[src/sv/fulfsm_pkg.sv]
// Shared types, codes and helper functions for the firmware update lifecycle guard.
`timescale 1ns / 1ps
package fulfsm_pkg;

  // Status codes reported with every result.
  localparam logic [1:0] ST_OK       = 2'd0;
  localparam logic [1:0] ST_INVALID  = 2'd1;
  localparam logic [1:0] ST_CANCELED = 2'd2;
  localparam logic [1:0] ST_AGAIN    = 2'd3;

  // Run result and reconciled result codes.
  localparam logic [1:0] RES_PENDING = 2'd0;
  localparam logic [1:0] RES_OK      = 2'd1;
  localparam logic [1:0] RES_FAIL    = 2'd2;

  // Entries in the queue between the front and back parts.
  localparam int unsigned QDepth = 2;
  localparam int unsigned QPtrW  = $clog2(QDepth);
  localparam int unsigned QCntW  = $clog2(QDepth + 1);

  // Event kinds as seen by the back part; EV_BAD stands for anything rejected
  // by classification (unknown kind, finish with an unusable code).
  typedef enum logic [4:0] {
    EV_CLEAR        = 5'd0,
    EV_RESTORE      = 5'd1,
    EV_CLAIM        = 5'd2,
    EV_DL_PENDING   = 5'd3,
    EV_DL_STARTED   = 5'd4,
    EV_DL_DONE      = 5'd5,
    EV_FAIL_HANDLER = 5'd6,
    EV_FAIL_OP      = 5'd7,
    EV_FINISH       = 5'd8,
    EV_QUEUE_RESULT = 5'd9,
    EV_CLAIM_COMPL  = 5'd10,
    EV_CLEAR_PROB   = 5'd11,
    EV_BEGIN_COMMIT = 5'd12,
    EV_CANCEL_COMMIT = 5'd13,
    EV_PREREBOOT    = 5'd14,
    EV_BEGIN_REBOOT = 5'd15,
    EV_UNCONFIRMED  = 5'd16,
    EV_SET_PAUSE    = 5'd17,
    EV_ABORT        = 5'd18,
    EV_BAD          = 5'd31
  } ev_kind_e;

  localparam logic [4:0] KIND_LAST = 5'd18;

  typedef enum logic [4:0] {
    UPG_IDLE     = 5'b00001,
    UPG_HANDLER  = 5'b00010,
    UPG_COMMIT   = 5'b00100,
    UPG_RB_READY = 5'b01000,
    UPG_RB_START = 5'b10000
  } upg_e;

  typedef enum logic [5:0] {
    PH_IDLE    = 6'b000001,
    PH_PEND_DL = 6'b000010,
    PH_DL      = 6'b000100,
    PH_PEND_UP = 6'b001000,
    PH_PEND_RB = 6'b010000,
    PH_UNCONF  = 6'b100000
  } phase_e;

  typedef enum logic [3:0] {
    PB_NONE    = 4'b0001,
    PB_PENDING = 4'b0010,
    PB_QUEUED  = 4'b0100,
    PB_CLAIMED = 4'b1000
  } prob_e;

  // One classified event as held in the queue.
  typedef struct packed {
    ev_kind_e    kind;
    logic [7:0]  art_idx;
    logic        artifact_is_main;
    logic        owner_ok;
    logic        attempt_open;
    logic        pause_wanted;
    logic        cancel_req;
    logic [1:0]  result_code;
    logic        prob_wait;
  } ev_t;

  // One result item.
  typedef struct packed {
    logic [1:0] status;
    logic [2:0] phase;
    logic [1:0] run_result;
    logic       paused;
    logic [2:0] upgrade_stage;
    logic [1:0] probation_stage;
    logic       abort_seen;
    logic       consistent;
    logic       irreversible;
    logic       claim_ok;
    logic [7:0] held_index;
    logic [1:0] recon_res;
  } res_t;

  function automatic logic [2:0] upg_code(upg_e u);
    logic [2:0] c;
    case (u)
      UPG_IDLE:     c = 3'd0;
      UPG_HANDLER:  c = 3'd1;
      UPG_COMMIT:   c = 3'd2;
      UPG_RB_READY: c = 3'd3;
      UPG_RB_START: c = 3'd4;
      default:      c = 3'd7;
    endcase
    return c;
  endfunction

  function automatic logic [2:0] phase_code(phase_e p);
    logic [2:0] c;
    case (p)
      PH_IDLE:    c = 3'd0;
      PH_PEND_DL: c = 3'd1;
      PH_DL:      c = 3'd2;
      PH_PEND_UP: c = 3'd3;
      PH_PEND_RB: c = 3'd4;
      PH_UNCONF:  c = 3'd5;
      default:    c = 3'd7;
    endcase
    return c;
  endfunction

  function automatic logic [1:0] prob_code(prob_e p);
    logic [1:0] c;
    case (p)
      PB_NONE:    c = 2'd0;
      PB_PENDING: c = 2'd1;
      PB_QUEUED:  c = 2'd2;
      PB_CLAIMED: c = 2'd3;
      default:    c = 2'd0;
    endcase
    return c;
  endfunction

  function automatic logic is_consistent(upg_e u, phase_e p, prob_e pb, logic [1:0] run);
    logic ok;
    logic mid;
    mid = (p == PH_PEND_DL) || (p == PH_DL) || (p == PH_PEND_UP) || (p == PH_PEND_RB);
    case (u)
      UPG_IDLE:     ok = !mid;
      UPG_HANDLER:  ok = (pb == PB_NONE) && (p != PH_PEND_RB) && (p != PH_UNCONF);
      UPG_COMMIT:   ok = (pb == PB_NONE) && (p == PH_PEND_UP);
      UPG_RB_READY,
      UPG_RB_START: ok = (pb == PB_PENDING) && (p == PH_PEND_RB);
      default:      ok = 1'b0;
    endcase
    if (((pb == PB_QUEUED) || (pb == PB_CLAIMED)) &&
        ((u != UPG_IDLE) || (p != PH_IDLE) || ((run != RES_OK) && (run != RES_FAIL)))) begin
      ok = 1'b0;
    end
    return ok;
  endfunction

endpackage

[src/sv/firmware_update_lifecycle_fsm_core.sv]
// Top level of the firmware update lifecycle guard: front, event queue and back.
//
//   Channel   Dir  Signals                     Moves
//   s_axis    in   tvalid tready tdata tuser   one event per transfer
//   m_axis    out  tvalid tready tdata         one result per event
//
// Throughput is one event per cycle while the back part's output register is
// empty or being drained. A result passes through the queue and then the output
// register before it can transfer on m_axis.
// The front classifies and pushes into a two-entry queue; the back pops when
// its output register is empty or being drained, so either side stalls alone.
// Reset clears the queue, the output valid and all lifecycle state.
`timescale 1ns / 1ps
module firmware_update_lifecycle_fsm_core #(
  parameter int unsigned INDEX_BITS = 8
) (
  input  logic        clk_i,
  input  logic        rst_ni,
  input  logic        s_axis_tvalid,
  output logic        s_axis_tready,
  // [7:0] art_idx, [8] artifact_is_main, [9] owner_ok, [10] attempt_open,
  // [11] pause_wanted, [12] cancel_req, [14:13] result_code,
  // [15] prob_wait
  input  logic [15:0] s_axis_tdata,
  // [4:0] kind
  input  logic [4:0]  s_axis_tuser,
  output logic        m_axis_tvalid,
  input  logic        m_axis_tready,
  // [1:0] status, [4:2] phase, [6:5] run_result, [7] paused,
  // [10:8] upgrade_stage, [12:11] probation_stage, [13] abort_seen,
  // [14] consistent, [15] irreversible, [16] claim_ok, [24:17] held_index,
  // [26:25] recon_res, [31:27] zero
  output logic [31:0] m_axis_tdata
);

  logic             push;
  logic             pop;
  logic             q_full;
  logic             q_empty;
  fulfsm_pkg::ev_t  ev_in;
  fulfsm_pkg::ev_t  ev_out;
  fulfsm_pkg::res_t res;

  fulfsm_front u_front (
    .s_valid_i (s_axis_tvalid),
    .s_ready_o (s_axis_tready),
    .kind_i    (s_axis_tuser),
    .data_i    (s_axis_tdata),
    .q_full_i  (q_full),
    .push_o    (push),
    .ev_o      (ev_in)
  );

  fulfsm_queue u_queue (
    .clk_i       (clk_i),
    .rst_ni      (rst_ni),
    .push_i      (push),
    .push_data_i (ev_in),
    .full_o      (q_full),
    .pop_i       (pop),
    .empty_o     (q_empty),
    .pop_data_o  (ev_out)
  );

  fulfsm_back #(
    .INDEX_BITS (INDEX_BITS)
  ) u_back (
    .clk_i     (clk_i),
    .rst_ni    (rst_ni),
    .empty_i   (q_empty),
    .ev_i      (ev_out),
    .pop_o     (pop),
    .m_valid_o (m_axis_tvalid),
    .m_ready_i (m_axis_tready),
    .res_o     (res)
  );

  assign m_axis_tdata = {5'd0, res.recon_res, res.held_index, res.claim_ok,
                         res.irreversible, res.consistent, res.abort_seen,
                         res.probation_stage, res.upgrade_stage, res.paused,
                         res.run_result, res.phase, res.status};

endmodule

[src/sv/fulfsm_front.sv]
// Front part: takes input transfers and classifies each event for the back part.
`timescale 1ns / 1ps
module fulfsm_front (
  input  logic             s_valid_i,
  output logic             s_ready_o,
  input  logic [4:0]       kind_i,
  input  logic [15:0]      data_i,
  input  logic             q_full_i,
  output logic             push_o,
  output fulfsm_pkg::ev_t  ev_o
);

  logic [1:0] code;

  assign code      = data_i[14:13];
  assign s_ready_o = !q_full_i;
  assign push_o    = s_valid_i && !q_full_i;

  always_comb begin
    ev_o.art_idx          = data_i[7:0];
    ev_o.artifact_is_main = data_i[8];
    ev_o.owner_ok         = data_i[9];
    ev_o.attempt_open     = data_i[10];
    ev_o.pause_wanted     = data_i[11];
    ev_o.cancel_req       = data_i[12];
    ev_o.result_code      = code;
    ev_o.prob_wait        = data_i[15];
    // Unknown kinds and a finish with an unusable result code do nothing but
    // answer invalid, so both collapse into one kind here.
    if (kind_i > fulfsm_pkg::KIND_LAST) begin
      ev_o.kind = fulfsm_pkg::EV_BAD;
    end else if ((fulfsm_pkg::ev_kind_e'(kind_i) == fulfsm_pkg::EV_FINISH) &&
                 (code > fulfsm_pkg::RES_FAIL)) begin
      ev_o.kind = fulfsm_pkg::EV_BAD;
    end else begin
      ev_o.kind = fulfsm_pkg::ev_kind_e'(kind_i);
    end
  end

endmodule

[src/sv/fulfsm_queue.sv]
// Short event queue that decouples the front and back parts.
`timescale 1ns / 1ps
module fulfsm_queue (
  input  logic             clk_i,
  input  logic             rst_ni,
  input  logic             push_i,
  input  fulfsm_pkg::ev_t  push_data_i,
  output logic             full_o,
  input  logic             pop_i,
  output logic             empty_o,
  output fulfsm_pkg::ev_t  pop_data_o
);

  fulfsm_pkg::ev_t                       mem_q [fulfsm_pkg::QDepth];
  logic [fulfsm_pkg::QPtrW-1:0]          wr_ptr_q, wr_ptr_d;
  logic [fulfsm_pkg::QPtrW-1:0]          rd_ptr_q, rd_ptr_d;
  logic [fulfsm_pkg::QCntW-1:0]          cnt_q, cnt_d;

  assign full_o     = (cnt_q == fulfsm_pkg::QCntW'(fulfsm_pkg::QDepth));
  assign empty_o    = (cnt_q == '0);
  assign pop_data_o = mem_q[rd_ptr_q];

  always_comb begin
    wr_ptr_d = push_i ? wr_ptr_q + 1'b1 : wr_ptr_q;
    rd_ptr_d = pop_i  ? rd_ptr_q + 1'b1 : rd_ptr_q;
    cnt_d    = cnt_q;
    if (push_i && !pop_i) begin
      cnt_d = cnt_q + 1'b1;
    end else if (!push_i && pop_i) begin
      cnt_d = cnt_q - 1'b1;
    end
  end

  always_ff @(posedge clk_i) begin
    if (push_i) begin
      mem_q[wr_ptr_q] <= push_data_i;
    end
  end

  always_ff @(posedge clk_i or negedge rst_ni) begin
    if (!rst_ni) begin
      wr_ptr_q <= '0;
      rd_ptr_q <= '0;
      cnt_q    <= '0;
    end else begin
      wr_ptr_q <= wr_ptr_d;
      rd_ptr_q <= rd_ptr_d;
      cnt_q    <= cnt_d;
    end
  end

endmodule

[src/sv/fulfsm_back.sv]
// Back part: holds the lifecycle state, runs each event's guard and registers the result.
`timescale 1ns / 1ps
module fulfsm_back #(
  parameter int unsigned INDEX_BITS = 8
) (
  input  logic             clk_i,
  input  logic             rst_ni,
  input  logic             empty_i,
  input  fulfsm_pkg::ev_t  ev_i,
  output logic             pop_o,
  output logic             m_valid_o,
  input  logic             m_ready_i,
  output fulfsm_pkg::res_t res_o
);

  // The event index is eight bits wide, so at most eight bits are ever held.
  localparam int unsigned IdxW = (INDEX_BITS < 8) ? INDEX_BITS : 8;

  logic                  present_q, present_d;
  fulfsm_pkg::upg_e      upg_q, upg_d;
  fulfsm_pkg::prob_e     prob_q, prob_d;
  fulfsm_pkg::phase_e    phase_q, phase_d;
  logic [1:0]            run_q, run_d;
  logic                  paused_q, paused_d;
  logic                  abort_q, abort_d;
  logic [IdxW-1:0]       idx_q, idx_d;
  logic [1:0]            recon_q, recon_d;
  logic                  out_valid_q;
  fulfsm_pkg::res_t      res_q, res_d;

  logic [IdxW-1:0]       ev_idx;
  logic                  idx_match;
  logic                  can_pause;
  logic                  can_abort;
  logic [1:0]            st;
  logic                  claim;

  // A new event runs whenever the queue holds one and the output register is empty or being drained.
  assign pop_o     = !empty_i && (!out_valid_q || m_ready_i);
  assign m_valid_o = out_valid_q;
  assign res_o     = res_q;

  assign ev_idx    = ev_i.art_idx[IdxW-1:0];
  assign idx_match = (idx_q == ev_idx);
  assign can_pause = (phase_q == fulfsm_pkg::PH_PEND_DL) || (phase_q == fulfsm_pkg::PH_DL) ||
                     (phase_q == fulfsm_pkg::PH_PEND_UP) || (phase_q == fulfsm_pkg::PH_PEND_RB);
  assign can_abort = (phase_q == fulfsm_pkg::PH_PEND_DL) || (phase_q == fulfsm_pkg::PH_DL) ||
                     (phase_q == fulfsm_pkg::PH_PEND_UP);

  always_comb begin
    present_d = present_q;
    upg_d     = upg_q;
    prob_d    = prob_q;
    phase_d   = phase_q;
    run_d     = run_q;
    paused_d  = paused_q;
    abort_d   = abort_q;
    idx_d     = idx_q;
    recon_d   = recon_q;
    st        = fulfsm_pkg::ST_OK;
    claim     = 1'b0;

    case (ev_i.kind)
      fulfsm_pkg::EV_CLEAR, fulfsm_pkg::EV_RESTORE: begin
        present_d = 1'b0;
        upg_d     = fulfsm_pkg::UPG_IDLE;
        prob_d    = fulfsm_pkg::PB_NONE;
        phase_d   = fulfsm_pkg::PH_IDLE;
        run_d     = fulfsm_pkg::RES_PENDING;
        paused_d  = 1'b0;
        abort_d   = 1'b0;
        idx_d     = '0;
        recon_d   = fulfsm_pkg::RES_PENDING;
        if (ev_i.kind == fulfsm_pkg::EV_RESTORE) begin
          present_d = 1'b1;
          idx_d     = ev_idx;
          if (ev_i.prob_wait) begin
            prob_d = fulfsm_pkg::PB_PENDING;
          end
        end
      end
      fulfsm_pkg::EV_CLAIM: begin
        if (!ev_i.owner_ok || !ev_i.artifact_is_main || (upg_q != fulfsm_pkg::UPG_IDLE) ||
            (prob_q != fulfsm_pkg::PB_NONE)) begin
          st = fulfsm_pkg::ST_INVALID;
        end else begin
          present_d = 1'b1;
          idx_d     = ev_idx;
          phase_d   = fulfsm_pkg::PH_IDLE;
          run_d     = fulfsm_pkg::RES_PENDING;
          paused_d  = 1'b0;
          abort_d   = 1'b0;
          upg_d     = fulfsm_pkg::UPG_HANDLER;
        end
      end
      fulfsm_pkg::EV_DL_PENDING: begin
        if (!ev_i.owner_ok || (upg_q != fulfsm_pkg::UPG_HANDLER) ||
            (phase_q != fulfsm_pkg::PH_IDLE)) begin
          st = fulfsm_pkg::ST_INVALID;
        end else begin
          phase_d = fulfsm_pkg::PH_PEND_DL;
        end
      end
      fulfsm_pkg::EV_DL_STARTED: begin
        if (!ev_i.owner_ok || (phase_q != fulfsm_pkg::PH_PEND_DL)) begin
          st = fulfsm_pkg::ST_INVALID;
        end else begin
          phase_d = fulfsm_pkg::PH_DL;
        end
      end
      fulfsm_pkg::EV_DL_DONE: begin
        if (!ev_i.owner_ok || (phase_q != fulfsm_pkg::PH_DL)) begin
          st = fulfsm_pkg::ST_INVALID;
        end else begin
          phase_d = fulfsm_pkg::PH_PEND_UP;
        end
      end
      fulfsm_pkg::EV_FAIL_HANDLER, fulfsm_pkg::EV_FAIL_OP, fulfsm_pkg::EV_FINISH: begin
        if ((ev_i.kind == fulfsm_pkg::EV_FAIL_HANDLER) &&
            (!present_q ||
             ((upg_q != fulfsm_pkg::UPG_HANDLER) && (upg_q != fulfsm_pkg::UPG_COMMIT)) ||
             (prob_q != fulfsm_pkg::PB_NONE))) begin
          st = fulfsm_pkg::ST_INVALID;
        end else begin
          phase_d  = fulfsm_pkg::PH_IDLE;
          paused_d = 1'b0;
          abort_d  = 1'b0;
          upg_d    = fulfsm_pkg::UPG_IDLE;
          run_d    = (ev_i.kind == fulfsm_pkg::EV_FINISH) ? ev_i.result_code
                                                          : fulfsm_pkg::RES_FAIL;
        end
      end
      fulfsm_pkg::EV_QUEUE_RESULT: begin
        if (((ev_i.result_code != fulfsm_pkg::RES_OK) &&
             (ev_i.result_code != fulfsm_pkg::RES_FAIL)) ||
            (prob_q != fulfsm_pkg::PB_PENDING) || !present_q || !idx_match) begin
          st = fulfsm_pkg::ST_INVALID;
        end else begin
          phase_d  = fulfsm_pkg::PH_IDLE;
          paused_d = 1'b0;
          abort_d  = 1'b0;
          upg_d    = fulfsm_pkg::UPG_IDLE;
          run_d    = ev_i.result_code;
          recon_d  = ev_i.result_code;
          prob_d   = fulfsm_pkg::PB_QUEUED;
        end
      end
      fulfsm_pkg::EV_CLAIM_COMPL: begin
        if (prob_q != fulfsm_pkg::PB_QUEUED) begin
          st = fulfsm_pkg::ST_INVALID;
        end else begin
          prob_d = fulfsm_pkg::PB_CLAIMED;
          claim  = 1'b1;
        end
      end
      fulfsm_pkg::EV_CLEAR_PROB: begin
        if (!ev_i.owner_ok || (prob_q != fulfsm_pkg::PB_CLAIMED)) begin
          st = fulfsm_pkg::ST_INVALID;
        end else begin
          prob_d = fulfsm_pkg::PB_NONE;
          upg_d  = fulfsm_pkg::UPG_IDLE;
        end
      end
      fulfsm_pkg::EV_BEGIN_COMMIT: begin
        if (!ev_i.owner_ok || (phase_q != fulfsm_pkg::PH_PEND_UP) ||
            (upg_q != fulfsm_pkg::UPG_HANDLER)) begin
          st = fulfsm_pkg::ST_INVALID;
        end else if (abort_q || ev_i.cancel_req) begin
          st = fulfsm_pkg::ST_CANCELED;
        end else if (paused_q) begin
          st = fulfsm_pkg::ST_AGAIN;
        end else begin
          upg_d = fulfsm_pkg::UPG_COMMIT;
        end
      end
      fulfsm_pkg::EV_CANCEL_COMMIT: begin
        if ((upg_q != fulfsm_pkg::UPG_COMMIT) || (phase_q != fulfsm_pkg::PH_PEND_UP)) begin
          st = fulfsm_pkg::ST_INVALID;
        end else begin
          upg_d = fulfsm_pkg::UPG_HANDLER;
        end
      end
      fulfsm_pkg::EV_PREREBOOT: begin
        if (!ev_i.owner_ok || (upg_q != fulfsm_pkg::UPG_COMMIT) ||
            (phase_q != fulfsm_pkg::PH_PEND_UP)) begin
          st = fulfsm_pkg::ST_INVALID;
        end else begin
          prob_d  = fulfsm_pkg::PB_PENDING;
          upg_d   = fulfsm_pkg::UPG_RB_READY;
          phase_d = fulfsm_pkg::PH_PEND_RB;
          claim   = 1'b1;
        end
      end
      fulfsm_pkg::EV_BEGIN_REBOOT: begin
        if ((phase_q != fulfsm_pkg::PH_PEND_RB) || (upg_q != fulfsm_pkg::UPG_RB_READY) ||
            (prob_q != fulfsm_pkg::PB_PENDING)) begin
          st = fulfsm_pkg::ST_INVALID;
        end else if (paused_q) begin
          st = fulfsm_pkg::ST_AGAIN;
        end else begin
          upg_d = fulfsm_pkg::UPG_RB_START;
        end
      end
      fulfsm_pkg::EV_UNCONFIRMED: begin
        if ((prob_q != fulfsm_pkg::PB_PENDING) || !present_q || !idx_match) begin
          st = fulfsm_pkg::ST_INVALID;
        end else begin
          phase_d  = fulfsm_pkg::PH_UNCONF;
          paused_d = 1'b0;
          run_d    = fulfsm_pkg::RES_PENDING;
          abort_d  = 1'b0;
          upg_d    = fulfsm_pkg::UPG_IDLE;
        end
      end
      fulfsm_pkg::EV_SET_PAUSE: begin
        if (!ev_i.attempt_open ||
            (ev_i.pause_wanted && (!can_pause || (upg_q == fulfsm_pkg::UPG_RB_START))) ||
            (!ev_i.pause_wanted && !paused_q)) begin
          st = fulfsm_pkg::ST_INVALID;
        end else begin
          paused_d = ev_i.pause_wanted;
        end
      end
      fulfsm_pkg::EV_ABORT: begin
        if (!ev_i.attempt_open || !can_abort || (upg_q != fulfsm_pkg::UPG_HANDLER)) begin
          st = fulfsm_pkg::ST_INVALID;
        end else begin
          abort_d  = 1'b1;
          paused_d = 1'b0;
        end
      end
      default: begin
        st = fulfsm_pkg::ST_INVALID;
      end
    endcase

    res_d.status            = st;
    res_d.phase             = fulfsm_pkg::phase_code(phase_d);
    res_d.run_result        = run_d;
    res_d.paused            = paused_d;
    res_d.upgrade_stage     = fulfsm_pkg::upg_code(upg_d);
    res_d.probation_stage   = fulfsm_pkg::prob_code(prob_d);
    res_d.abort_seen        = ev_i.attempt_open && abort_d;
    res_d.consistent        = fulfsm_pkg::is_consistent(upg_d, phase_d, prob_d, run_d);
    res_d.irreversible      = (upg_d == fulfsm_pkg::UPG_COMMIT) ||
                              (upg_d == fulfsm_pkg::UPG_RB_READY) ||
                              (upg_d == fulfsm_pkg::UPG_RB_START);
    res_d.claim_ok          = claim;
    res_d.held_index        = 8'(idx_d);
    res_d.recon_res         = recon_d;
  end

  always_ff @(posedge clk_i) begin
    if (pop_o) begin
      res_q <= res_d;
    end
  end

  always_ff @(posedge clk_i or negedge rst_ni) begin
    if (!rst_ni) begin
      present_q   <= 1'b0;
      upg_q       <= fulfsm_pkg::UPG_IDLE;
      prob_q      <= fulfsm_pkg::PB_NONE;
      phase_q     <= fulfsm_pkg::PH_IDLE;
      run_q       <= fulfsm_pkg::RES_PENDING;
      paused_q    <= 1'b0;
      abort_q     <= 1'b0;
      idx_q       <= '0;
      recon_q     <= fulfsm_pkg::RES_PENDING;
      out_valid_q <= 1'b0;
    end else begin
      if (pop_o) begin
        present_q <= present_d;
        upg_q     <= upg_d;
        prob_q    <= prob_d;
        phase_q   <= phase_d;
        run_q     <= run_d;
        paused_q  <= paused_d;
        abort_q   <= abort_d;
        idx_q     <= idx_d;
        recon_q   <= recon_d;
      end
      if (pop_o) begin
        out_valid_q <= 1'b1;
      end else if (m_ready_i) begin
        out_valid_q <= 1'b0;
      end
    end
  end

endmodule
[config.mk]
export PLATFORM = sky130hd
export DESIGN_NAME = firmware_update_lifecycle_fsm_core
export DESIGN_NICKNAME = d
export VERILOG_FILES = /design/src/sv/fulfsm_pkg.sv /design/src/sv/firmware_update_lifecycle_fsm_core.sv /design/src/sv/fulfsm_front.sv /design/src/sv/fulfsm_queue.sv /design/src/sv/fulfsm_back.sv
export SDC_FILE = /design/constraint.sdc
export NUM_CORES = 1
export LEC_CHECK = 0
export ABC_CLOCK_PERIOD_IN_PS = 6000
export BUFFER_PORTS_ARGS = -buffer_cell sky130_fd_sc_hd__buf_2
export CAP_MARGIN = 20
export CORE_MARGIN = 2
export CORE_UTILIZATION = 50
export CTS_CLUSTER_DIAMETER = 100
export DETAILED_ROUTE_END_ITERATION = 7
export GPL_ROUTABILITY_DRIVEN = 0
export PLACE_DENSITY_LB_ADDON = 0.05
export SYNTH_ARGS = -nofsm -noshare
export SYNTH_HDL_FRONTEND = slang
export SYNTH_SLANG_ARGS = --single-unit
[constraint.sdc]
create_clock -name clk_i -period 6 [get_ports clk_i]
set_input_delay 1.2 -clock clk_i [delete_from_list [all_inputs] [get_ports clk_i]]
set_output_delay 1.2 -clock clk_i [all_outputs]
set_load 0.01 [all_outputs]
==> results.py, run 1 <==
metrics = {
    "setup_path": {
        "crit_top_cell": "or4_4",
        "cp_max_fo": 55,
        "critical_path_required_ns": 6.20,
        "critPathKind": "reg2reg",
        "crit_path_start_kind": "register",
        "crit_buf_inv": 0,
        "cp_cell_sequence": "nor3b_1 -> o22ai_1 -> o211ai_2 -> o311ai_1 -> o31a_1 -> or4_4 -> or4_4 -> nor4b_2 -> a211oi_1 -> a211oi_2",
        "critical-path-top-delay-family": "simple AND/OR/NAND/NOR gates",
        "crit_slowest_cell": "dfrtp_2",
        "end_kind": "register",
        "max_stage_delay_ns": 1.06,
        "critPathArrivalTime_ns": 4.88,
    },
    "global_route": {
        "grt_pass1_vias": 4728,
        "grt_usage": 0.246,
        "grt_pass1_wl_um": 24700,
        "grt_max_degree": 56,
        "antenna_found_initial": 0,
        "grt_overflow": 0,
    },
    "clock_network": {
        "clk_pin_slew_ns": 0.07,
        "clk_latency_ns": 0.36,
        "cts_tree": "yes",
        "cts_max_level": 3,
        "cts_buffer_depth": 2,
        "ctsHoldBuffers": 0,
        "root_buffer": "clkbuf_16",
        "cts_sinks": 104,
        "postCtsSetupRepairBufs": 0,
        "numCtsBuffers": 9,
        "cts_resized": 0,
    },
    "sta": {
        "worst_slack_ns": 1.32,
        "setup_viol": 0,
        "setup-tns-final_ns": 0,
        "rsz0062_at_grt": "no",
        "finalCritPeriodShare": 0.780,
        "timing.hold.ws_ns": 0.495,
        "slew_headroom": 0.300,
        "worst_pin_slew_ns": 1.05,
        "final_hold_viol_count": 0,
        "post-route-min-period_ns": 4.68,
        "skew_ns": 0.00651,
        "fmax_mhz": 214,
        "maxSlewViolCount": 0,
    },
    "finish": {
        "drive_gt1_frac": 0.173,
        "area_delta_synth_final_pct": 10.1,
        "stdcell_count": 801,
        "num_antenna_cells": 0,
        "final_area_sq_um": 6740,
        "nFillCells": 1045,
        "postLayoutCoreUtil": 0.563,
        "nNetsFinal": 675,
    },
    "power_and_ir_drop": {
        "power.total_mw": 3.01,
        "peakVddDrop_uv": 223,
        "powerDensity_nw_per_um2": 446,
        "p_leak_nw": 2.61,
    },
    "floorplan": {
        "start_util": 0.512,
        "die_h_um": 115,
        "placeableCoreArea_sq_um": 12000,
        "placementRows": 40,
        "ioPinCount": 59,
        "die_w_um": 115,
        "die_area_sq_um": 13100,
    },
    "routing": {
        "routed_via_density": 6.40,
        "wirelength_um": 15500,
        "drt-pass1-iter-count": 7,
        "drt_iter0_drc": 576,
        "via_count": 5127,
        "detail-route-antenna-nets": 0,
        "drc_errors": 0,
        "wl_per_cell_um": 19.3,
    },
    "synth": {
        "synth_most_common_cell": "nand2_1",
        "synth_area_sq_um": 6120,
        "synth_top_area_frac": 0.339,
        "synth_top_area_cell": "edfxtp_1",
        "synthCells": 604,
        "ys_async_sr_fraction": 0.337,
        "synth_ff_type": "edfxtp_1",
        "synth_warnings": 0,
        "yosys.cell_types.count": 85,
        "ys_ff_latch": 104,
        "synthTopCellsByArea": "edfxtp_1 (34%), dfrtp_1 (13%), nand2_1 (5.5%)",
        "synth_edf_count": 69,
        "synth_seq_area_share": 0.482,
        "avgSynthCellArea_sq_um": 10.1,
        "synth_common_cells": "nand2_1 (89), edfxtp_1 (69), nor2_1 (49)",
    },
    "placement": {
        "place_ws_ns": 1.41,
        "placed_cell_area_sq_um": 6450,
        "dp_hpwl_um": 11600,
        "io_buffers": 53,
        "dp.cells": 784,
    },
    "flow_run": {
        "cap_violations": 0,
    },
    "status": {
        "status": "finished, final reports clean",
    },
    "min_path": {
        "holdCritPathClass": "reg2reg",
    },
}
cells in the final DEF, fill, tap and decap left out, types with 9 or more instances in the layout:
| cell type | netlist | layout |
|---|---|---|
| a21oi_1 | 15 | 15 |
| buf_2 | 0 | 53 |
| clkbuf_16 | 0 | 9 |
| dfrtp_1 | 32 | 31 |
| edfxtp_1 | 69 | 69 |
| mux2i_1 | 14 | 14 |
| nand2_1 | 89 | 89 |
| nand2b_1 | 12 | 12 |
| nand3_1 | 12 | 12 |
| nor2_1 | 49 | 48 |
| nor3_1 | 19 | 19 |
| o21ai_0 | 47 | 47 |
| xnor2_1 | 15 | 15 |
| xor2_1 | 12 | 12 |
area by class of cell:
cell class                      count  area (sq um)  area share
Multi-Input combinational cell    471          3000       0.445
Sequential cell                   104          2950       0.438
Timing Repair Buffer               57           303      0.0450
Clock buffer                       10           229      0.0340
Tap cell                          147           184      0.0273
Clock inverter                      6          43.8     0.00650
Inverter                            6          22.5     0.00334
path summary, 6_finish.rpt:
kind                       cells after the start                        endpoint                     startpoint  slack [ns]
setup reg to reg                              10  u_back.res_o[12]$_SDFFCE_PP0P_   u_queue.rd_ptr_q$_DFFE_PN0P_        1.32
min in group asynchronous                      1    u_queue.rd_ptr_q$_DFFE_PN0P_                         rst_ni        0.96
max in group asynchronous                      1    u_queue.rd_ptr_q$_DFFE_PN0P_                         rst_ni        4.46
hold / removal                                 2   u_back.recon_q[0]$_DFFE_PN0P_  u_back.recon_q[0]$_DFFE_PN0P_        0.49
setup / recovery                              10  u_back.res_o[12]$_SDFFCE_PP0P_   u_queue.rd_ptr_q$_DFFE_PN0P_        1.32
hold reg to reg                                2   u_back.recon_q[0]$_DFFE_PN0P_  u_back.recon_q[0]$_DFFE_PN0P_        0.49
power by group:
group | internal [mW] | switching (mW) | total (mW)
logic | 0.473 | 0.766 | 1.24
clock network | 0.282 | 0.255 | 0.537
registers | 1.04 | 0.189 | 1.23
tightest hold or removal path: cells and delay by family, from the launching register on:
| family | cells | cell delay, ns |
|---|---|---|
| simple gates | 2 | 0.11 |
| flops | 1 | 0.36 |
registers in the layout, summed over array words and instances (netlist names):
| name | cells |
|---|---|
| u_queue.rd_ptr_q | 1 |
| u_back.idx_q | 8 |
| u_back.phase_q | 6 |
| u_back.present_q | 1 |
| u_back.upg_q | 5 |
| u_back.m_valid_o | 1 |
| u_queue.mem_q | 42 |
| u_back.res_o | 27 |
| u_back.abort_q | 1 |
| u_back.prob_q | 4 |
| u_queue.wr_ptr_q | 1 |
| u_queue.cnt_q | 2 |
| u_back.run_q | 2 |
| u_back.recon_q | 2 |
| u_back.paused_q | 1 |
cells by family (layout without fill, tap and decap cells):
| logic type | Yosys count | after routing | share of synthesized area |
|---|---|---|---|
| and+or+nand+nor | 275 | 275 | 0.246 |
| AOI/OAI and AO/OA | 139 | 139 | 0.157 |
| DFF | 104 | 104 | 0.482 |
| buffers and inverters | 33 | 79 | 0.0301 |
| xor gates and xnor gates | 27 | 27 | 0.0387 |
| muxes | 24 | 24 | 0.0425 |
| adders and majority gates | 1 | 1 | 0.00204 |
| other | 1 | 5 | 0.000613 |
per-layer routing:
metal / global-route usage / up-vias / wire length, um
li1: - / 2357 / -
met1: 0.328 / 2449 / 6580
met2: 0.375 / 266 / 7010
met3: 0.0699 / 55 / 1290
met4: 0.107 / 0 / 605
met5: 0 / - / 0
Note: power is estimated with default switching activity, not from simulation.
==> run 2: changes to the inputs <==
--- a/config.mk
+++ b/config.mk
@@ -5,7 +5,8 @@
 export SDC_FILE = /design/constraint.sdc
 export NUM_CORES = 1
 export LEC_CHECK = 0
-export ABC_CLOCK_PERIOD_IN_PS = 6000
+export ABC_AREA = 1
+export ABC_CLOCK_PERIOD_IN_PS = 4300
 export BUFFER_PORTS_ARGS = -buffer_cell sky130_fd_sc_hd__buf_2
 export CAP_MARGIN = 20
 export CORE_MARGIN = 2
==> constraint.sdc (replaced) <==
create_clock -name clk_i -period 4.3 [get_ports clk_i]
set_input_delay 0.86 -clock clk_i [delete_from_list [all_inputs] [get_ports clk_i]]
set_output_delay 0.86 -clock clk_i [all_outputs]
set_load 0.01 [all_outputs]
==> run 2 against run 1 <==
  * The flow now finishes with violations (DRC)
  * Core utilization increased by 1.8 points
  * Via count increased by 10%
  * Final area increased by 4.6%
  * Fmax increased by 43%
  * Worst hold slack got worse by 0.0068 ns
  * Cell count increased by 30%
  * Critical path type unchanged
  * Highest routed layer unchanged
  * Sequential cell count unchanged
==> results.py, run 2 <==
metrics = {
    "clock_network": {
        "cts_resized": 0,
        "ctsHoldBuffers": 0,
        "numCtsBuffers": 9,
        "cts_sinks": 104,
        "clk_pin_slew_ns": 0.07,
        "cts_max_level": 3,
        "postCtsSetupRepairBufs": 0,
        "root_buffer": "clkbuf_16",
        "cts_buffer_depth": 2,
        "cts_tree": "yes",
        "clk_latency_ns": 0.36,
    },
    "routing": {
        "wl_per_cell_um": 15.7,
        "dr_wl_met3_um": 1270,
        "wl_met1_um": 7080,
        "wl_met2_um": 7480,
        "wirelength_um": 16400,
        "drt_iter0_drc": 726,
        "via_count": 5639,
        "routed_via_density": 5.41,
        "routed.top_layer": "met4",
        "drc_errors": 3,
        "drt-pass1-iter-count": 8,
        "detail-route-antenna-nets": 0,
    },
    "setup_path": {
        "cp_max_fo": 23,
        "cp-startpoint": "u_queue.rd_ptr_q$_DFFE_PN0P_",
        "critPathKind": "reg2reg",
        "crit_path_start_kind": "register",
        "worstReg2RegStart": "u_queue.rd_ptr_q$_DFFE_PN0P_",
        "end_kind": "register",
        "critPathArrivalTime_ns": 3.39,
        "critical_path_required_ns": 4.42,
    },
    "power_and_ir_drop": {
        "power_frac_seq": 0.330,
        "powerDensity_nw_per_um2": 749,
        "p_switching_mw": 2.38,
        "power.share.clock": 0.174,
        "p_leak_nw": 3.33,
        "p_comb_frac": 0.496,
        "p_int_mw": 2.89,
        "swShare": 0.452,
        "peakVddDrop_uv": 330,
    },
    "sta": {
        "worst_pin_slew_ns": 0.973,
        "skew_ns": 0.00812,
        "post-route-min-period_ns": 3.28,
        "worst_slack_ns": 1.02,
        "fmax_mhz": 305,
        "finalCritPeriodShare": 0.762,
        "maxSlewViolCount": 0,
        "final_hold_viol_count": 0,
        "setup_viol": 0,
        "timing.hold.ws_ns": 0.488,
        "rsz0062_at_grt": "no",
        "slew_headroom": 0.348,
        "setup-tns-final_ns": 0,
    },
    "global_route": {
        "grt_pass1_wl_um": 26400,
        "grt_overflow": 0,
        "antenna_found_initial": 0,
        "grt_pass1_vias": 5281,
        "grt_usage": 0.258,
        "grt_max_degree": 49,
    },
    "synth": {
        "synth_warnings": 0,
        "synth_seq_area_share": 0.473,
        "yosys.cell_types.count": 45,
        "synthTopCellsByArea": "edfxtp_1 (33%), nand2_1 (13%), dfrtp_1 (13%)",
        "synth_common_cells": "nand2_1 (221), inv_1 (107), nor2_1 (90)",
        "synth_most_common_cell": "nand2_1",
        "synth_ff_type": "edfxtp_1",
        "synth_edf_count": 69,
        "synthCells": 815,
        "ys_async_sr_fraction": 0.337,
        "synth_area_sq_um": 6240,
        "synth_top_area_frac": 0.332,
        "avgSynthCellArea_sq_um": 7.66,
        "synth_top_area_cell": "edfxtp_1",
        "ys_ff_latch": 104,
    },
    "finish": {
        "layout_commonest_cell": "nand2_1",
        "layout_common_cells": "nand2_1 (221), inv_1 (107), nor2_1 (88)",
        "area_delta_synth_final_pct": 12.8,
        "drive_gt1_frac": 0.158,
        "postLayoutCoreUtil": 0.582,
        "regMostFlops": "u_queue.mem_q",
        "largest_register_ff_count": 42,
        "nFillCells": 1123,
        "num_antenna_cells": 0,
        "nNetsFinal": 896,
    },
    "floorplan": {
        "die_w_um": 116,
        "start_util": 0.515,
        "die_area_sq_um": 13400,
        "placeableCoreArea_sq_um": 12100,
        "ioPinCount": 59,
        "placementRows": 40,
        "die_h_um": 116,
    },
    "min_path": {
        "holdCritPathClass": "reg2reg",
        "min_from": "u_back.abort_q$_DFFE_PN0P_",
    },
    "placement": {
        "io_buffers": 53,
        "place_ws_ns": 1.17,
        "dp_hpwl_um": 12300,
    },
    "status": {
        "status": "complete, but fails checks",
        "violations": "DRC",
    },
    "flow_run": {
        "cap_violations": 0,
    },
}
## run 2: final timing paths
check,depth (start not counted),slack (ns),endpoint
hold reg to reg,2,0.49,u_back.abort_q$_DFFE_PN0P_
hold / removal,2,0.49,u_back.abort_q$_DFFE_PN0P_
setup reg to reg,20,1.02,u_back.res_o[12]$_SDFFCE_PP0P_
setup / recovery,20,1.02,u_back.res_o[12]$_SDFFCE_PP0P_
max in group asynchronous,1,3.10,u_back.upg_q[2]$_DFFE_PN0P_
min in group asynchronous,1,0.62,u_back.idx_q[4]$_DFFE_PN0P_
## run 2: cell type report
class                   count  area [sq um]  share of cell area
flip-flops and latches    104          2950               0.419
multi-input cells         579          2760               0.392
inverters                 118           443              0.0629
repair buffers             58           338              0.0480
clock buffers               9           225              0.0320
well taps                 168           210              0.0298
clock inverters             7           114              0.0162
## run 2: logic make-up after synthesis
group	after synthesis	share of synthesized area
other cells	1	0.000601
compound gates	105	0.0936
flops	104	0.473
simple gates	462	0.333
mux	1	0.00160
fa+ha+maj	1	0.00200
buf+inv	136	0.0898
xor+xnor	5	0.00702
## run 2: worst max-delay path, stage by stage (launching register included)
cell	delay (ns)
dfrtp_1	0.39
inv_2	0.32
nand2_1	0.12
nand2_2	0.16
inv_2	0.07
nand3_2	0.11
inv_1	0.07
o21ai_0	0.55
nand2_1	0.10
nor2_1	0.13
nand2_1	0.09
inv_1	0.06
nand2_1	0.05
a21oi_1	0.21
nand2_1	0.14
nor2_1	0.10
nand2_1	0.10
nand4_1	0.10
nand2_1	0.05
nor2_1	0.08
nor2_1	0.04
## run 2: metrics by stage
step	instance area (sq um)	cells	power, mW
after floorplan	6260	819	3.62
after global placement	6650	1024	4.25
after detailed placement	6680	1026	4.30
after CTS	7020	1042	5.23
after global routing	7040	1043	5.70
final	7040	1043	5.27
## run 2: routing by layer
layer,track usage,vias to the layer above
met5,0,-
met4,0.124,0
met3,0.0382,46
met2,0.402,262
li1,-,2769
met1,0.357,2562
## run 2: power groups by stage
stage | clock, mW | sequential, mW | combinational (mW)
floorplan | 0 | 1.78 | 1.84
global placement | 0 | 1.75 | 2.49
detailed placement | 0 | 1.75 | 2.55
CTS | 0.935 | 1.74 | 2.56
global route | 0.973 | 1.78 | 2.94
finish | 0.916 | 1.74 | 2.62
==> run 3: changes to the inputs <==
--- a/config.mk
+++ b/config.mk
@@ -6,7 +6,7 @@
 export NUM_CORES = 1
 export LEC_CHECK = 0
 export ABC_AREA = 1
-export ABC_CLOCK_PERIOD_IN_PS = 4300
+export ABC_CLOCK_PERIOD_IN_PS = 2840
 export BUFFER_PORTS_ARGS = -buffer_cell sky130_fd_sc_hd__buf_2
 export CAP_MARGIN = 20
 export CORE_MARGIN = 2
==> constraint.sdc (replaced) <==
create_clock -name clk_i -period 2.84 [get_ports clk_i]
set_input_delay 0.568 -clock clk_i [delete_from_list [all_inputs] [get_ports clk_i]]
set_output_delay 0.568 -clock clk_i [all_outputs]
set_load 0.01 [all_outputs]
==> run 3 against run 2 <==
  * The flow finishes with violations (setup timing)
  * Clock power is 45% higher
  * Clock skew grew 0.0037 ns
  * Power rose by 68%
  * Register-to-register slack got worse by 1.0 ns
==> results.py, run 3 (synthesized netlist as in run 2, its figures left out) <==
metrics = {
    "status": {
        "status": "complete, but fails checks",
        "violations": "setup timing",
    },
    "setup_path": {
        "ff2ff_path_depth": 18,
        "cp_max_fo": 12,
        "worstReg2RegStart": "u_queue.rd_ptr_q$_DFFE_PN0P_",
        "critPathKind": "reg2reg",
        "critical_path_required_ns": 2.97,
        "critPathArrivalTime_ns": 2.98,
        "r2r_slack_ns": -0.01,
        "cp_cell_sequence": "buf_12 -> o21ai_4 -> nand2_2 -> buf_4 -> nor2_4 -> inv_1 -> nor2_4 -> inv_1 -> o211ai_1 -> inv_1 -> nand2_2 -> nor2_2 -> nand3b_1 -> nand2_1 -> nand2_1 -> nand2_1 -> nor2_1 -> nor2_1",
        "crit_path_start_kind": "register",
        "crit_buf_inv": 5,
        "max_stage_delay_ns": 0.48,
        "timing.rr.end": "u_back.res_o[12]$_SDFFCE_PP0P_",
        "end_kind": "register",
        "crit_slowest_cell": "dfrtp_2",
        "critical-path-top-delay-family": "simple AND/OR/NAND/NOR gates",
    },
    "finish": {
        "multi_input_area_sq_um": 3030,
        "area_delta_synth_final_pct": 25.2,
        "nNetsFinal": 961,
        "drive_gt1_frac": 0.272,
        "num_antenna_cells": 0,
        "stdcell_count": 1108,
        "regArea_sq_um": 2950,
        "nFillCells": 1091,
        "largest_register_ff_count": 42,
        "regMostFlops": "u_queue.mem_q",
        "layout_common_cells": "nand2_1 (203), inv_1 (107), edfxtp_1 (69)",
        "postLayoutCoreUtil": 0.645,
        "layout_commonest_cell": "nand2_1",
    },
    "routing": {
        "drc_errors": 0,
        "wirelength_um": 17200,
        "detail-route-antenna-nets": 0,
        "via_count": 5993,
        "drt_iter0_drc": 598,
        "wl_per_cell_um": 15.5,
        "drt-pass1-iter-count": 5,
        "routed_via_density": 5.41,
    },
    "power_and_ir_drop": {
        "powerDensity_nw_per_um2": 1130,
        "p_leak_nw": 3.70,
        "peakVddDrop_uv": 491,
    },
    "global_route": {
        "grt_max_degree": 49,
        "grt_usage": 0.266,
        "grt_pass1_vias": 5571,
        "grt_overflow": 0,
        "grt_pass1_wl_um": 27100,
        "antenna_found_initial": 0,
    },
    "sta": {
        "finalCritPeriodShare": 1.00,
        "setup_viol": 1,
        "slew_headroom": 0.416,
        "final_hold_viol_count": 0,
        "post-route-min-period_ns": 2.85,
        "skew_ns": 0.0119,
        "worst_pin_slew_ns": 0.876,
        "worst_slack_ns": -0.0138,
        "maxSlewViolCount": 0,
        "fmax_mhz": 350,
        "rsz0062_at_grt": "yes",
    },
    "clock_network": {
        "root_buffer": "clkbuf_16",
        "clk_latency_ns": 0.36,
        "ctsHoldBuffers": 0,
        "cts_buffer_depth": 2,
        "cts_sinks": 104,
        "cts_max_level": 3,
        "clk_pin_slew_ns": 0.08,
        "numCtsBuffers": 9,
        "cts_tree": "yes",
    },
    "placement": {
        "io_buffers": 53,
        "place_ws_ns": -0.0544,
        "dp_hpwl_um": 12800,
        "dp.cells": 1079,
    },
    "floorplan": {
        "die_area_sq_um": 13400,
        "die_w_um": 116,
        "placementRows": 40,
        "die_h_um": 116,
        "ioPinCount": 59,
        "start_util": 0.515,
        "placeableCoreArea_sq_um": 12100,
    },
    "flow_run": {
        "cap_violations": 0,
    },
    "min_path": {
        "holdCritPathClass": "in2async",
    },
}
==> run 3: cell types whose count changed in the layout (fill, tap and decap cells not counted), sizes merged <==
| cell | change |
|---|---|
| bufinv | -1 |
| inv | -1 |
| clkinv | +3 |
| buf | +63 |
| clkbuf | +1 |
==> run 3: layout make-up <==
cell class                      count  share of cell area
Multi-Input combinational cell    579               0.387
Sequential cell                   104               0.378
Timing Repair Buffer              122               0.108
Inverter                          118              0.0579
Clock buffer                        9              0.0288
Tap cell                          168              0.0269
Clock inverter                      7              0.0128
Timing Repair inverter              1            0.000640
==> run 3: per-layer routing <==
metal	global-route usage	vias up	part of all wire
met5	0	-	0
met1	0.340	2772	0.42
met2	0.429	264	0.47
li1	-	2904	-
met3	0.0502	53	0.067
met4	0.144	0	0.039
==> run 3: through the flow <==
step	hold WS [ns]	total power, mW	TNS [ns]	instance area [sq um]
floorplan	0.272	5.47	0	6260
global placement	0.463	6.79	-0.0341	7070
detailed placement	0.471	6.89	-0.197	7070
CTS	0.346	8.28	0	7450
global route	0.385	9.53	-1.03	7820
finish	0.318	8.86	-0.0138	7820
==> run 3: worst register-to-register path, delay by kind of cell (launching register included) <==
| kind | cells | cell delay [ns] |
|---|---|---|
| AND/OR/NAND/NOR | 11 | 1.16 |
| buffers and inverters | 5 | 0.62 |
| flip-flops | 1 | 0.48 |
| AO/OA/AOI/OAI | 2 | 0.36 |
==> run 3: timing repair <==
item | CTS | global route
gates cloned | 0 | 2
setup endpoints to repair | 6 | 9
pin swaps | 5 | 14
setup buffers | 1 | 10
resized for setup | 10 | 74
hold endpoints to repair | 0 | 0
==> run 3: power by group <==
group / internal (mW) / switching, mW / leakage [nW] / total (mW)
logic: 1.80 / 3.09 / 2.45 / 4.89
clock network: 0.711 / 0.620 / 0.151 / 1.33
registers: 2.35 / 0.289 / 1.10 / 2.64
==> run 3: how the worst max path moves through the flow <==
stage / cells past startpoint / startpoint / to
6_report: 18 / u_queue.rd_ptr_q$_DFFE_PN0P_ / u_back.res_o[12]$_SDFFCE_PP0P_
5_1_grt: 19 / u_queue.rd_ptr_q$_DFFE_PN0P_ / u_back.res_o[12]$_SDFFCE_PP0P_
4_1_cts: 16 / u_queue.rd_ptr_q$_DFFE_PN0P_ / u_back.res_o[18]$_DFFE_PP_
3_5_place_dp: 19 / u_queue.rd_ptr_q$_DFFE_PN0P_ / u_back.res_o[18]$_DFFE_PP_
3_3_place_gp: 17 / u_queue.rd_ptr_q$_DFFE_PN0P_ / u_back.res_o[12]$_SDFFCE_PP0P_
2_1_floorplan: 18 / u_queue.rd_ptr_q$_DFFE_PN0P_ / u_back.res_o[12]$_SDFFCE_PP0P_
